`config.mk`:
```
export PLATFORM = sky130hd
export DESIGN_NAME = interpolative_list_encoder_core
export DESIGN_NICKNAME = d
export VERILOG_FILES = /design/src/hdl/ile_pkg.sv /design/src/hdl/interpolative_list_encoder_core.sv /design/src/hdl/ile_ram.sv /design/src/hdl/ile_front.sv /design/src/hdl/ile_jobq.sv /design/src/hdl/ile_back.sv
export SDC_FILE = /design/constraint.sdc
export NUM_CORES = 2
export LEC_CHECK = 0
export ABC_AREA = 1
export BUFFER_PORTS_ARGS = -buffer_cell sky130_fd_sc_hd__buf_2
export CORE_ASPECT_RATIO = 0.9
export CORE_UTILIZATION = 58
export DETAILED_ROUTE_END_ITERATION = 16
export HOLD_SLACK_MARGIN = 0.08
export PLACE_DENSITY = 0.74
export SYNTH_ARGS = -nofsm -noshare
export SYNTH_HDL_FRONTEND = slang
export SYNTH_SLANG_ARGS = --single-unit
export TNS_END_PERCENT = 50
```
`constraint.sdc`:
```
create_clock -name clk -period 9.5 [get_ports clk]
set_input_delay 0.95 -clock clk [delete_from_list [all_inputs] [get_ports clk]]
set_output_delay 0.95 -clock clk [all_outputs]
set_load 0.01 [all_outputs]
```
`src/hdl/ile_pkg.sv`:
```
// ----------------------------------------------------------------------------
// Interpolative list encoder package
// Result codes, code modes and the records passed between the parts.
// ----------------------------------------------------------------------------
`default_nettype none
package ile_pkg;

	localparam logic [1:0] ST_OK       = 2'd0;
	localparam logic [1:0] ST_OVERFLOW = 2'd1;
	localparam logic [1:0] ST_ORDER    = 2'd2;

	localparam logic [1:0] MODE_PLAIN  = 2'd0;
	localparam logic [1:0] MODE_LEFT   = 2'd1;
	localparam logic [1:0] MODE_CENTER = 2'd2;

	localparam logic [5:0] HEADER_WIDTH = 6'd32;

	// Widest count and value the parameters allow.
	localparam int CNT_MAX_W = 17;
	localparam int VAL_MAX_W = 32;

	typedef struct packed {
		logic [1:0]           status;
		logic [CNT_MAX_W-1:0] n;
		logic [VAL_MAX_W-1:0] fin;
	} job_t;

	typedef struct packed {
		logic [31:0] code_value;
		logic [5:0]  code_width;
		logic        is_header;
		logic [1:0]  status;
		logic        end_of_run;
	} res_t;

endpackage
`default_nettype wire

```
`src/hdl/interpolative_list_encoder_core.sv`:
```
// ----------------------------------------------------------------------------
// Interpolative list encoder core
// Collects a strictly increasing list and emits its interpolative codewords.
// ----------------------------------------------------------------------------
//
//  Channel  Handshake              Carries
//  input    in_valid / in_stall    value, last
//  result   out_valid / out_stall  code_value, code_width, is_header, status,
//                                  end_of_run
//  config   cfg_valid / cfg_ready  cfg_data (code mode)
//
// List elements are written to the list memory as they are accepted. After
// the element marked last, the back end walks the list: frame check, list
// memory read, bound and width and code build for each codeword, and a pop
// for each empty frame, in turn, as the list memory has a single read port.
// The input is stalled from the cycle after the last element until the final
// result of that list has been passed to the output register.
// Reset clears the counters, the job queue, the sequencer and the code mode.
// The output register lets the walk run one result ahead of a stalled sink.
`default_nettype none
module interpolative_list_encoder_core #(
	parameter int MAX_ITEMS  = 64,
	parameter int VALUE_BITS = 32
) (
	input  wire logic        clk,
	input  wire logic        arst_n,
	input  wire logic        in_valid,
	output logic             in_stall,
	input  wire logic [31:0] value,
	input  wire logic        last,
	output logic             out_valid,
	input  wire logic        out_stall,
	output logic [31:0]      code_value,
	output logic [5:0]       code_width,
	output logic             is_header,
	output logic [1:0]       status,
	output logic             end_of_run,
	input  wire logic        cfg_valid,
	output logic             cfg_ready,
	input  wire logic [1:0]  cfg_data
);
	localparam int AW = $clog2(MAX_ITEMS);

	logic                  accept;
	logic                  wr_en;
	logic [AW-1:0]         wr_addr;
	logic [VALUE_BITS-1:0] wr_data;
	logic [AW-1:0]         rd_addr;
	logic [VALUE_BITS-1:0] rd_data;
	logic                  job_push;
	ile_pkg::job_t         push_job;
	ile_pkg::job_t         head_job;
	logic                  jobq_empty;
	logic                  job_pop;
	logic                  back_busy;
	logic [1:0]            mode_q;
	ile_pkg::res_t         res;

	// The list memory is shared, so a new list waits until the walk is done.
	assign in_stall  = !jobq_empty || back_busy;
	assign accept    = in_valid && !in_stall;
	assign cfg_ready = 1'b1;

	always_ff @(posedge clk or negedge arst_n) begin
		if (!arst_n) begin
			mode_q <= ile_pkg::MODE_PLAIN;
		end else if (cfg_valid) begin
			mode_q <= cfg_data;
		end
	end

	ile_front #(.MAX_ITEMS(MAX_ITEMS), .VALUE_BITS(VALUE_BITS)) u_front (
		.clk      (clk),
		.arst_n   (arst_n),
		.accept   (accept),
		.value    (value),
		.last     (last),
		.wr_en    (wr_en),
		.wr_addr  (wr_addr),
		.wr_data  (wr_data),
		.job_push (job_push),
		.job      (push_job)
	);

	ile_ram #(.WIDTH(VALUE_BITS), .DEPTH(MAX_ITEMS)) u_list (
		.clk     (clk),
		.wr_en   (wr_en),
		.wr_addr (wr_addr),
		.wr_data (wr_data),
		.rd_addr (rd_addr),
		.rd_data (rd_data)
	);

	ile_jobq u_jobq (
		.clk      (clk),
		.arst_n   (arst_n),
		.push     (job_push),
		.push_job (push_job),
		.pop      (job_pop),
		.empty    (jobq_empty),
		.head     (head_job)
	);

	ile_back #(.MAX_ITEMS(MAX_ITEMS), .VALUE_BITS(VALUE_BITS)) u_back (
		.clk       (clk),
		.arst_n    (arst_n),
		.code_mode (mode_q),
		.job_ready (!jobq_empty),
		.job       (head_job),
		.job_pop   (job_pop),
		.busy      (back_busy),
		.rd_addr   (rd_addr),
		.rd_data   (rd_data),
		.out_valid (out_valid),
		.out_stall (out_stall),
		.out_res   (res)
	);

	assign code_value = res.code_value;
	assign code_width = res.code_width;
	assign is_header  = res.is_header;
	assign status     = res.status;
	assign end_of_run = res.end_of_run;
endmodule
`default_nettype wire

```
`src/hdl/ile_ram.sv`:
```
// ----------------------------------------------------------------------------
// Generic RAM
// One write port, one read port with registered read data.
// ----------------------------------------------------------------------------
`default_nettype none
module ile_ram #(
	parameter int WIDTH = 32,
	parameter int DEPTH = 64
) (
	input  wire logic                     clk,
	input  wire logic                     wr_en,
	input  wire logic [$clog2(DEPTH)-1:0] wr_addr,
	input  wire logic [WIDTH-1:0]         wr_data,
	input  wire logic [$clog2(DEPTH)-1:0] rd_addr,
	output logic      [WIDTH-1:0]         rd_data
);
	logic [WIDTH-1:0] mem_q [DEPTH];

	always_ff @(posedge clk) begin
		if (wr_en) begin
			mem_q[wr_addr] <= wr_data;
		end
		rd_data <= mem_q[rd_addr];
	end
endmodule
`default_nettype wire

```
`src/hdl/ile_front.sv`:
```
// ----------------------------------------------------------------------------
// Interpolative list encoder front end
// Stores list elements, checks order and capacity, issues one job per list.
// ----------------------------------------------------------------------------
`default_nettype none
module ile_front #(
	parameter int MAX_ITEMS  = 64,
	parameter int VALUE_BITS = 32
) (
	input  wire logic                          clk,
	input  wire logic                          arst_n,
	input  wire logic                          accept,
	input  wire logic [31:0]                   value,
	input  wire logic                          last,
	output logic                               wr_en,
	output logic [$clog2(MAX_ITEMS)-1:0]       wr_addr,
	output logic [VALUE_BITS-1:0]              wr_data,
	output logic                               job_push,
	output ile_pkg::job_t                      job
);
	localparam int CW = $clog2(MAX_ITEMS + 1);
	localparam int AW = $clog2(MAX_ITEMS);

	logic [CW-1:0]         count_q;
	logic [1:0]            err_q;
	logic [VALUE_BITS-1:0] prev_q;
	logic [VALUE_BITS-1:0] v;
	logic                  full;
	logic [1:0]            err_new;
	logic [CW-1:0]         count_new;

	assign v    = value[VALUE_BITS-1:0];
	assign full = (count_q == CW'(MAX_ITEMS));

	always_comb begin
		err_new   = err_q;
		count_new = count_q;
		if (full) begin
			err_new[0] = 1'b1;
		end else begin
			if (count_q != '0 && v <= prev_q) begin
				err_new[1] = 1'b1;
			end
			count_new = count_q + CW'(1);
		end
	end

	assign wr_en    = accept && !full;
	assign wr_addr  = count_q[AW-1:0];
	assign wr_data  = v;
	assign job_push = accept && last;

	always_comb begin
		job.n   = ile_pkg::CNT_MAX_W'(count_new);
		job.fin = ile_pkg::VAL_MAX_W'(v);
		priority if (err_new[0]) begin
			job.status = ile_pkg::ST_OVERFLOW;
		end else if (err_new[1]) begin
			job.status = ile_pkg::ST_ORDER;
		end else begin
			job.status = ile_pkg::ST_OK;
		end
	end

	always_ff @(posedge clk or negedge arst_n) begin
		if (!arst_n) begin
			count_q <= '0;
			err_q   <= '0;
		end else if (accept) begin
			if (last) begin
				count_q <= '0;
				err_q   <= '0;
			end else begin
				count_q <= count_new;
				err_q   <= err_new;
			end
		end
	end

	always_ff @(posedge clk) begin
		if (wr_en) begin
			prev_q <= v;
		end
	end
endmodule
`default_nettype wire

```
`src/hdl/ile_jobq.sv`:
```
// ----------------------------------------------------------------------------
// Interpolative list encoder job queue
// Two-entry queue of list jobs between the front and back ends.
// ----------------------------------------------------------------------------
`default_nettype none
module ile_jobq (
	input  wire logic          clk,
	input  wire logic          arst_n,
	input  wire logic          push,
	input  wire ile_pkg::job_t push_job,
	input  wire logic          pop,
	output logic               empty,
	output ile_pkg::job_t      head
);
	ile_pkg::job_t entry_q [2];
	logic          wp_q;
	logic          rp_q;
	logic [1:0]    fill_q;

	assign empty = (fill_q == 2'd0);
	assign head  = entry_q[rp_q];

	always_ff @(posedge clk or negedge arst_n) begin
		if (!arst_n) begin
			wp_q   <= 1'b0;
			rp_q   <= 1'b0;
			fill_q <= 2'd0;
		end else begin
			if (push) begin
				wp_q <= !wp_q;
			end
			if (pop) begin
				rp_q <= !rp_q;
			end
			fill_q <= fill_q + 2'(push) - 2'(pop);
		end
	end

	always_ff @(posedge clk) begin
		if (push) begin
			entry_q[wp_q] <= push_job;
		end
	end
endmodule
`default_nettype wire

```
`src/hdl/ile_back.sv`:
```
// ----------------------------------------------------------------------------
// Interpolative list encoder back end
// Walks the list in pre-order with a frame stack and emits codewords.
// ----------------------------------------------------------------------------
`default_nettype none
module ile_back #(
	parameter int MAX_ITEMS  = 64,
	parameter int VALUE_BITS = 32
) (
	input  wire logic                         clk,
	input  wire logic                         arst_n,
	input  wire logic [1:0]                   code_mode,
	input  wire logic                         job_ready,
	input  wire ile_pkg::job_t                job,
	output logic                              job_pop,
	output logic                              busy,
	output logic [$clog2(MAX_ITEMS)-1:0]      rd_addr,
	input  wire logic [VALUE_BITS-1:0]        rd_data,
	output logic                              out_valid,
	input  wire logic                         out_stall,
	output ile_pkg::res_t                     out_res
);
	localparam int CW  = $clog2(MAX_ITEMS + 1);
	localparam int AW  = $clog2(MAX_ITEMS);
	localparam int LW  = VALUE_BITS + 1;
	localparam int UW  = VALUE_BITS + 2;
	localparam int BW  = $clog2(UW);
	localparam int SD  = AW + 3;
	localparam int SPW = $clog2(SD + 1);

	typedef enum logic [6:0] {
		S_IDLE  = 7'b0000001,
		S_NODE  = 7'b0000010,
		S_WAIT  = 7'b0000100,
		S_CALC  = 7'b0001000,
		S_CODE  = 7'b0010000,
		S_POP   = 7'b0100000,
		S_FLUSH = 7'b1000000
	} state_t;

	state_t        state_q;
	logic [CW-1:0] base_q, cnt_q, h_q;
	logic [LW-1:0] lo_q, hi_q;
	logic [CW-1:0] stk_base_q [SD];
	logic [CW-1:0] stk_cnt_q  [SD];
	logic [LW-1:0] stk_lo_q   [SD];
	logic [LW-1:0] stk_hi_q   [SD];
	logic [SPW-1:0] sp_q;
	logic [VALUE_BITS-1:0] x_q;
	logic [UW-1:0] u_q, d_q;
	logic [BW-1:0] b_q;
	ile_pkg::res_t pend_q, out_q;
	logic          out_valid_q;

	logic          can_push;
	logic          dead;
	logic [CW:0]   idx;
	logic [CW-1:0] nm1, nm2, root_h;
	logic [BW-1:0] tb_u;
	logic [CW-1:0] cnt_r;
	logic [UW-1:0] pow, shorts, tsum, vcode, mask;
	logic [5:0]    wcode;
	logic signed [UW:0] c_s, c2_s, r2_s, lo2_s, hi2_s, d_s;

	assign can_push  = !out_valid_q || !out_stall;
	assign out_valid = out_valid_q;
	assign out_res   = out_q;
	assign busy      = (state_q != S_IDLE);
	assign job_pop   = (state_q == S_IDLE) && job_ready;

	assign idx  = (CW+1)'(base_q) + (CW+1)'(h_q);
	assign dead = (cnt_q == '0)
		|| (UW'(hi_q) + UW'(1) <= UW'(lo_q) + UW'(cnt_q))
		|| (h_q >= cnt_q)
		|| (idx >= (CW+1)'(MAX_ITEMS));
	assign rd_addr = idx[AW-1:0];

	// Root middle: half the next power of two of n-1.
	assign nm1 = CW'(job.n) - CW'(1);
	assign nm2 = nm1 - CW'(1);
	always_comb begin
		root_h = '0;
		for (int i = 0; i < CW; i++) begin
			if (nm2[i]) begin
				root_h = CW'(1) << i;
			end
		end
		if (nm1 < CW'(2)) begin
			root_h = '0;
		end
	end

	always_comb begin
		tb_u = '0;
		for (int i = 0; i < UW; i++) begin
			if (u_q[i]) begin
				tb_u = BW'(i);
			end
		end
	end

	assign cnt_r = cnt_q - h_q - CW'(1);

	// Codeword for d against bound u.
	always_comb begin
		pow    = UW'(1) << (b_q + BW'(1));
		shorts = pow - u_q - UW'(1);
		tsum   = d_q + shorts;
		c_s    = (UW+1)'(shorts);
		c2_s   = c_s >>> 1;
		r2_s   = (UW+1)'(u_q >> 1);
		lo2_s  = r2_s - c2_s - (UW+1)'(!u_q[0]);
		hi2_s  = r2_s + c2_s + (UW+1)'(1);
		d_s    = (UW+1)'(d_q);
		unique case (code_mode)
			ile_pkg::MODE_LEFT: begin
				if (d_q < shorts) begin
					wcode = 6'(b_q);
					vcode = d_q;
				end else begin
					wcode = 6'(b_q) + 6'd1;
					vcode = (UW'(tsum[0]) << b_q) | (tsum >> 1);
				end
			end
			ile_pkg::MODE_CENTER: begin
				wcode = 6'(b_q) + 6'((d_s <= lo2_s) || (d_s >= hi2_s));
				vcode = d_q;
			end
			default: begin
				wcode = 6'(b_q) + 6'd1;
				vcode = d_q;
			end
		endcase
		mask = (UW'(1) << wcode) - UW'(1);
	end

	always_ff @(posedge clk or negedge arst_n) begin
		if (!arst_n) begin
			state_q     <= S_IDLE;
			sp_q        <= '0;
			out_valid_q <= 1'b0;
		end else begin
			if (out_valid_q && !out_stall) begin
				out_valid_q <= 1'b0;
			end
			unique case (state_q)
				S_IDLE: begin
					if (job_ready) begin
						sp_q    <= '0;
						state_q <= (job.status != ile_pkg::ST_OK || nm1 == '0)
							? S_FLUSH : S_NODE;
					end
				end
				S_NODE: state_q <= dead ? S_POP : S_WAIT;
				S_WAIT: begin
					state_q <= (UW'(rd_data) < UW'(lo_q) + UW'(h_q)) ? S_POP : S_CALC;
				end
				S_CALC: state_q <= S_CODE;
				S_CODE: begin
					if (can_push) begin
						out_valid_q <= 1'b1;
						sp_q        <= sp_q + SPW'(1);
						state_q     <= S_NODE;
					end
				end
				S_POP: begin
					if (sp_q == '0) begin
						state_q <= S_FLUSH;
					end else begin
						sp_q    <= sp_q - SPW'(1);
						state_q <= S_NODE;
					end
				end
				S_FLUSH: begin
					if (can_push) begin
						out_valid_q <= 1'b1;
						state_q     <= S_IDLE;
					end
				end
				default: state_q <= S_IDLE;
			endcase
		end
	end

	always_ff @(posedge clk) begin
		unique case (state_q)
			S_IDLE: begin
				base_q <= '0;
				cnt_q  <= nm1;
				lo_q   <= '0;
				hi_q   <= LW'(job.fin[VALUE_BITS-1:0]);
				h_q    <= root_h;
				if (job.status != ile_pkg::ST_OK) begin
					pend_q <= '{code_value: '0, code_width: '0, is_header: 1'b0,
						status: job.status, end_of_run: 1'b0};
				end else begin
					pend_q <= '{code_value: 32'(job.fin[VALUE_BITS-1:0]),
						code_width: ile_pkg::HEADER_WIDTH, is_header: 1'b1,
						status: ile_pkg::ST_OK, end_of_run: 1'b0};
				end
			end
			S_WAIT: begin
				x_q <= rd_data;
				u_q <= UW'(hi_q) + UW'(1) - UW'(lo_q) - UW'(cnt_q);
				d_q <= UW'(rd_data) - UW'(lo_q) - UW'(h_q);
			end
			S_CALC: b_q <= tb_u;
			S_CODE: begin
				if (can_push) begin
					out_q  <= pend_q;
					pend_q <= '{code_value: 32'(vcode & mask), code_width: wcode,
						is_header: 1'b0, status: ile_pkg::ST_OK, end_of_run: 1'b0};
					stk_base_q[sp_q[$clog2(SD)-1:0]] <= base_q + h_q + CW'(1);
					stk_cnt_q[sp_q[$clog2(SD)-1:0]]  <= cnt_r;
					stk_lo_q[sp_q[$clog2(SD)-1:0]]   <= LW'(x_q) + LW'(1);
					stk_hi_q[sp_q[$clog2(SD)-1:0]]   <= hi_q;
					cnt_q <= h_q;
					hi_q  <= LW'(x_q) - LW'(1);
					h_q   <= h_q >> 1;
				end
			end
			S_POP: begin
				if (sp_q != '0) begin
					base_q <= stk_base_q[$clog2(SD)'(sp_q - SPW'(1))];
					cnt_q  <= stk_cnt_q[$clog2(SD)'(sp_q - SPW'(1))];
					lo_q   <= stk_lo_q[$clog2(SD)'(sp_q - SPW'(1))];
					hi_q   <= stk_hi_q[$clog2(SD)'(sp_q - SPW'(1))];
					h_q    <= stk_cnt_q[$clog2(SD)'(sp_q - SPW'(1))] >> 1;
				end
			end
			S_FLUSH: begin
				if (can_push) begin
					out_q <= '{code_value: pend_q.code_value,
						code_width: pend_q.code_width, is_header: pend_q.is_header,
						status: pend_q.status, end_of_run: 1'b1};
				end
			end
			default: begin
			end
		endcase
	end
endmodule
`default_nettype wire

```
==> results by group <==
Outcome
  – Status: finished, violations left
  – Failing checks: max-capacitance violations, max-slew violations, negative setup slack

Pwr
  – Leak Pwr: ~62 nW
  – P_int: between 0.03 and 0.04 W
  – Worst VDD drop: between 0.0005 and 0.0006 V
  – Pwr Total: 0.0614 W
  – Sequential power share: 29.7%
  – PD cells: 360 mW/mm^2
  – Combinational group share of total power: between 50% and 60%
  – NetSw: around 0.029 W
  – Sw Ratio: between 40% and 50%
  – Clk pwr share: between 20 and 25%

Cells and area
  – Core Util, Final: 67.5%
  – Post-route cell area: between 0.15 and 0.2 mm^2
  – Layout cells sized above 1: approximately 15%
  – Final instance count without filler cells: ~17,000
  – Fill cells: roughly 18,000
  – Commonest non-fill, non-tap cells in the layout: edfxtp_1 (3,158), nor2_1 (1,940), o21ai_0 (1,543), nand2_1 (1,140), buf_4 (1,012)
  – Final net count: approximately 14,000
  – Commonest non-fill, non-tap cell in the layout: edfxtp_1
  – Area grow syn2layout: 15.5%

Placed design
  – Port Buffers: 83
  – Placed inst area: roughly 0.16 mm^2
  – GPL Wtd Cong: 1.01
  – Place WS: -1.17 ns
  – Placed Cells: around 17,000
  – Hpwl dp: around 300,000 um

Clocking
  – Hold Buf Count CTS: 0
  – Num CTS Buffers: around 320
  – Max H-tree Level: 5
  – Clk_lat worst skew: just over 0.9 ns
  – CTS Sinks: roughly 3,200
  – Root Buffer: clkbuf_16
  – Clock-pin slew on the worst setup and hold paths: roughly 0.060 ns
  – CTS tree: yes
  – Max Root-Sink Buffers: 4

Critical path
  – Crit Path Max Fanout: 7
  – CP top delay family: simple AND/OR/NAND/NOR gates
  – R2R depth: 70
  – Crit-path slowest cell: edfxtp_1
  – Crit path capture type: register
  – Data required time of the worst path: between 10 and 15 ns
  – Worst Path Arrival: about 10 ns
  – RR Startpoint: u_back.b_q[0]
  – Critical R2R Capture: u_back.pend_q[30]
  – CP Launch Type: register
  – Cell repeated most along the worst path: buf_4
  – CP Class: reg -> reg
  – Slowest cell delay on critical path: between 0.4 and 0.5 ns
  – Reg2reg setup slack: -0.12 ns
  – Buf/Inv on CP: 19

Timing
  – RSZ-0062 raised after global routing: yes
  – Clk_skew: around 0.1 ns
  – Slew Viols, Final: 1
  – Worst-Margin Slew: 1.48 ns
  – Fmax: roughly 100 MHz
  – Final hold violations: 0
  – Post-route minimum period: between 9 and 10 ns
  – Final period util: 101%
  – # setup viols final: 12
  – Final setup margin: -0.117 ns
  – Slew HR: -0.0260%

Worst hold path
  – Tightest Hold Check Type: in -> async

Yosys
  – Syn Inst Count: approximately 13,000
  – Register bit count reported by yosys: about 3,200
  – Ys flop type: edfxtp_1
  – Syn Std Cell Area: 0.148 mm^2
  – Syn nets: 13,491
  – Yosys warns: 0
  – Syn avg cell area: between 10 and 15 um^2
  – Post-synth cell types: between 80 and 90
  – Post-synth ARST share: less than 1%
  – Register area share after synthesis: 65.0%
  – Post-synth EDFFs: ~3,200

Floorplanning
  – Die area: ~0.26 mm^2
  – Core Area: 0.253 mm^2
  – Rows: about 180
  – DIE WIDTH: 534 um
  – Die Y: 481 um
  – I/O pins: 85
  – Starting Density: between 50% and 60%

Global route
  – All-Layer GR Usage: around 37%
  – Vias in the first global route: between 100k and 150k
  – Gr ovfl total: 0
  – Antenna violations before repair: 18
  – Largest net degree at the start of global routing: roughly 170
  – First-pass GRT wire length: between 600,000 and 700,000 um

Detailed routing
  – Top layer in use: met5
  – Iter 0 DRT Violations: between 15,000 and 20,000
  – Wire length on met1: 184,000 um
  – Initial DRT Pass Iterations: 8
  – DR vias: between 100k and 150k
  – Antenna Nets Post-Route: 0
  – Met2 WL: about 220,000 um
  – Wire length on met3: just over 50,000 um
  – Routed wire length per instance: about 28 um
  – DRC violations left: 0
  – Final WL: about 480,000 um
  – Vias per cell: 6.37

Job
  – Max-cap violations: 1
==> flip-flops by register name, indices dropped and copies added (netlist names), 4 cells and up <==
signal,cells
u_back.pend_q,41
u_jobq.entry_q,82
u_back.stk_lo_q,297
u_back.out_res,42
u_back.h_q,7
u_back.x_q,32
u_back.sp_q,4
u_back.base_q,7
u_front.count_q,7
u_list.rd_data,32
u_back.u_q,34
u_back.lo_q,33
u_back.stk_cnt_q,63
u_back.state_q,7
u_front.prev_q,32
u_list.mem_q,2048
u_back.stk_hi_q,297
u_back.b_q,6
u_back.d_q,34
u_back.stk_base_q,63
u_back.cnt_q,7
u_back.hi_q,33
==> metal layers <==
| layer | GRT usage [%] | up-vias |
|---|---|---|
| li1 | - | 48222 |
| met1 | 50.2 | 53743 |
| met2 | 57.2 | 7170 |
| met3 | 6.07 | 1195 |
| met4 | 18.0 | 10 |
| met5 | 0 | - |
==> stage by stage <==
| stage | TNS (ns) | hold WS, ns |
|---|---|---|
| 2_1_floorplan | -0.770 | 0.400 |
| 3_3_place_gp | -35.19 | 0.401 |
| 3_5_place_dp | -30.47 | 0.405 |
| 4_1_cts | -0.551 | 0.0972 |
| 5_1_grt | -13.74 | 0.147 |
| 6_report | -0.550 | 0.132 |
==> what timing repair did <==
| item | in CTS | in global routing |
|---|---|---|
| gates resized for setup | 248 | 204 |
| pin swaps | 130 | 170 |
| buffers inserted | 78 | 33 |
| setup endpoints to repair | 37 | 35 |
| gates cloned | 0 | 2 |
==> how the worst max path moves through the flow <==
stage / start / to / slack (ns) / depth (start not counted)
6_report: u_back.b_q[0] / u_back.pend_q[30] / -0.12 / 70
5_1_grt: u_back.b_q[0] / u_back.pend_q[20] / -0.62 / 73
4_1_cts: u_back.b_q[0] / u_back.pend_q[20] / -0.15 / 67
3_5_place_dp: u_back.b_q[0] / u_back.pend_q[36] / -1.17 / 71
3_3_place_gp: u_back.b_q[0] / u_back.pend_q[36] / -1.36 / 71
2_1_floorplan: u_back.b_q[0] / u_back.pend_q[20] / -0.19 / 73
==> synth_stat cells, types with 28 or more instances <==
cell,count,area share [%]
nand4_1,117,0.50
nand2_2,30,0.13
o22ai_1,582,2.5
edfxtp_1,3158,64
o221ai_1,65,0.39
a21oi_1,589,2.0
o32ai_1,101,0.60
o211ai_1,33,0.17
inv_1,833,2.1
xnor2_1,74,0.44
nor2_1,2073,5.3
xor2_1,285,1.7
nand3_1,273,0.92
clkbuf_1,602,1.5
o21ai_0,1576,5.3
a22oi_1,43,0.22
ha_1,534,4.5
dfxtp_1,32,0.43
nor3_1,86,0.29
a221oi_1,40,0.24
nand2_1,1191,3.0
nor4_1,28,0.12
buf_1,38,0.096
a31oi_1,32,0.14
==> final cells by class <==
class	instances	area (um^2)	area share, %
Tap cell	3363	4210	2.46
Inverter	860	3280	1.92
Timing Repair Buffer	1142	8700	5.09
Clock buffer	410	8440	4.94
Clock inverter	166	1610	0.940
Multi-Input combinational cell	8155	48300	28.3
Sequential cell	3217	96200	56.3
Antenna cell	8	20.0	0.0117
==> power by group through the flow <==
stage               registers [W]  logic [W]  clock network [W]
floorplan                  0.0179     0.0182                  0
global placement           0.0185     0.0289                  0
detailed placement         0.0185     0.0296                  0
CTS                        0.0182     0.0299             0.0124
global route               0.0182     0.0327             0.0129
finish                     0.0182     0.0308             0.0124
==> cells by family after synthesis <==
family | Yosys count | synth area share, %
adders and majority gates | 557 | 4.83
other | 1 | 0.00254
buffers and inverters | 1522 | 3.91
AOI/OAI and AO/OA | 3302 | 12.9
DFF | 3217 | 65.0
muxes | 21 | 0.142
xor gates and xnor gates | 375 | 2.31
and+or+nand+nor | 3899 | 10.9
Note: power is estimated with default switching activity, not from simulation.
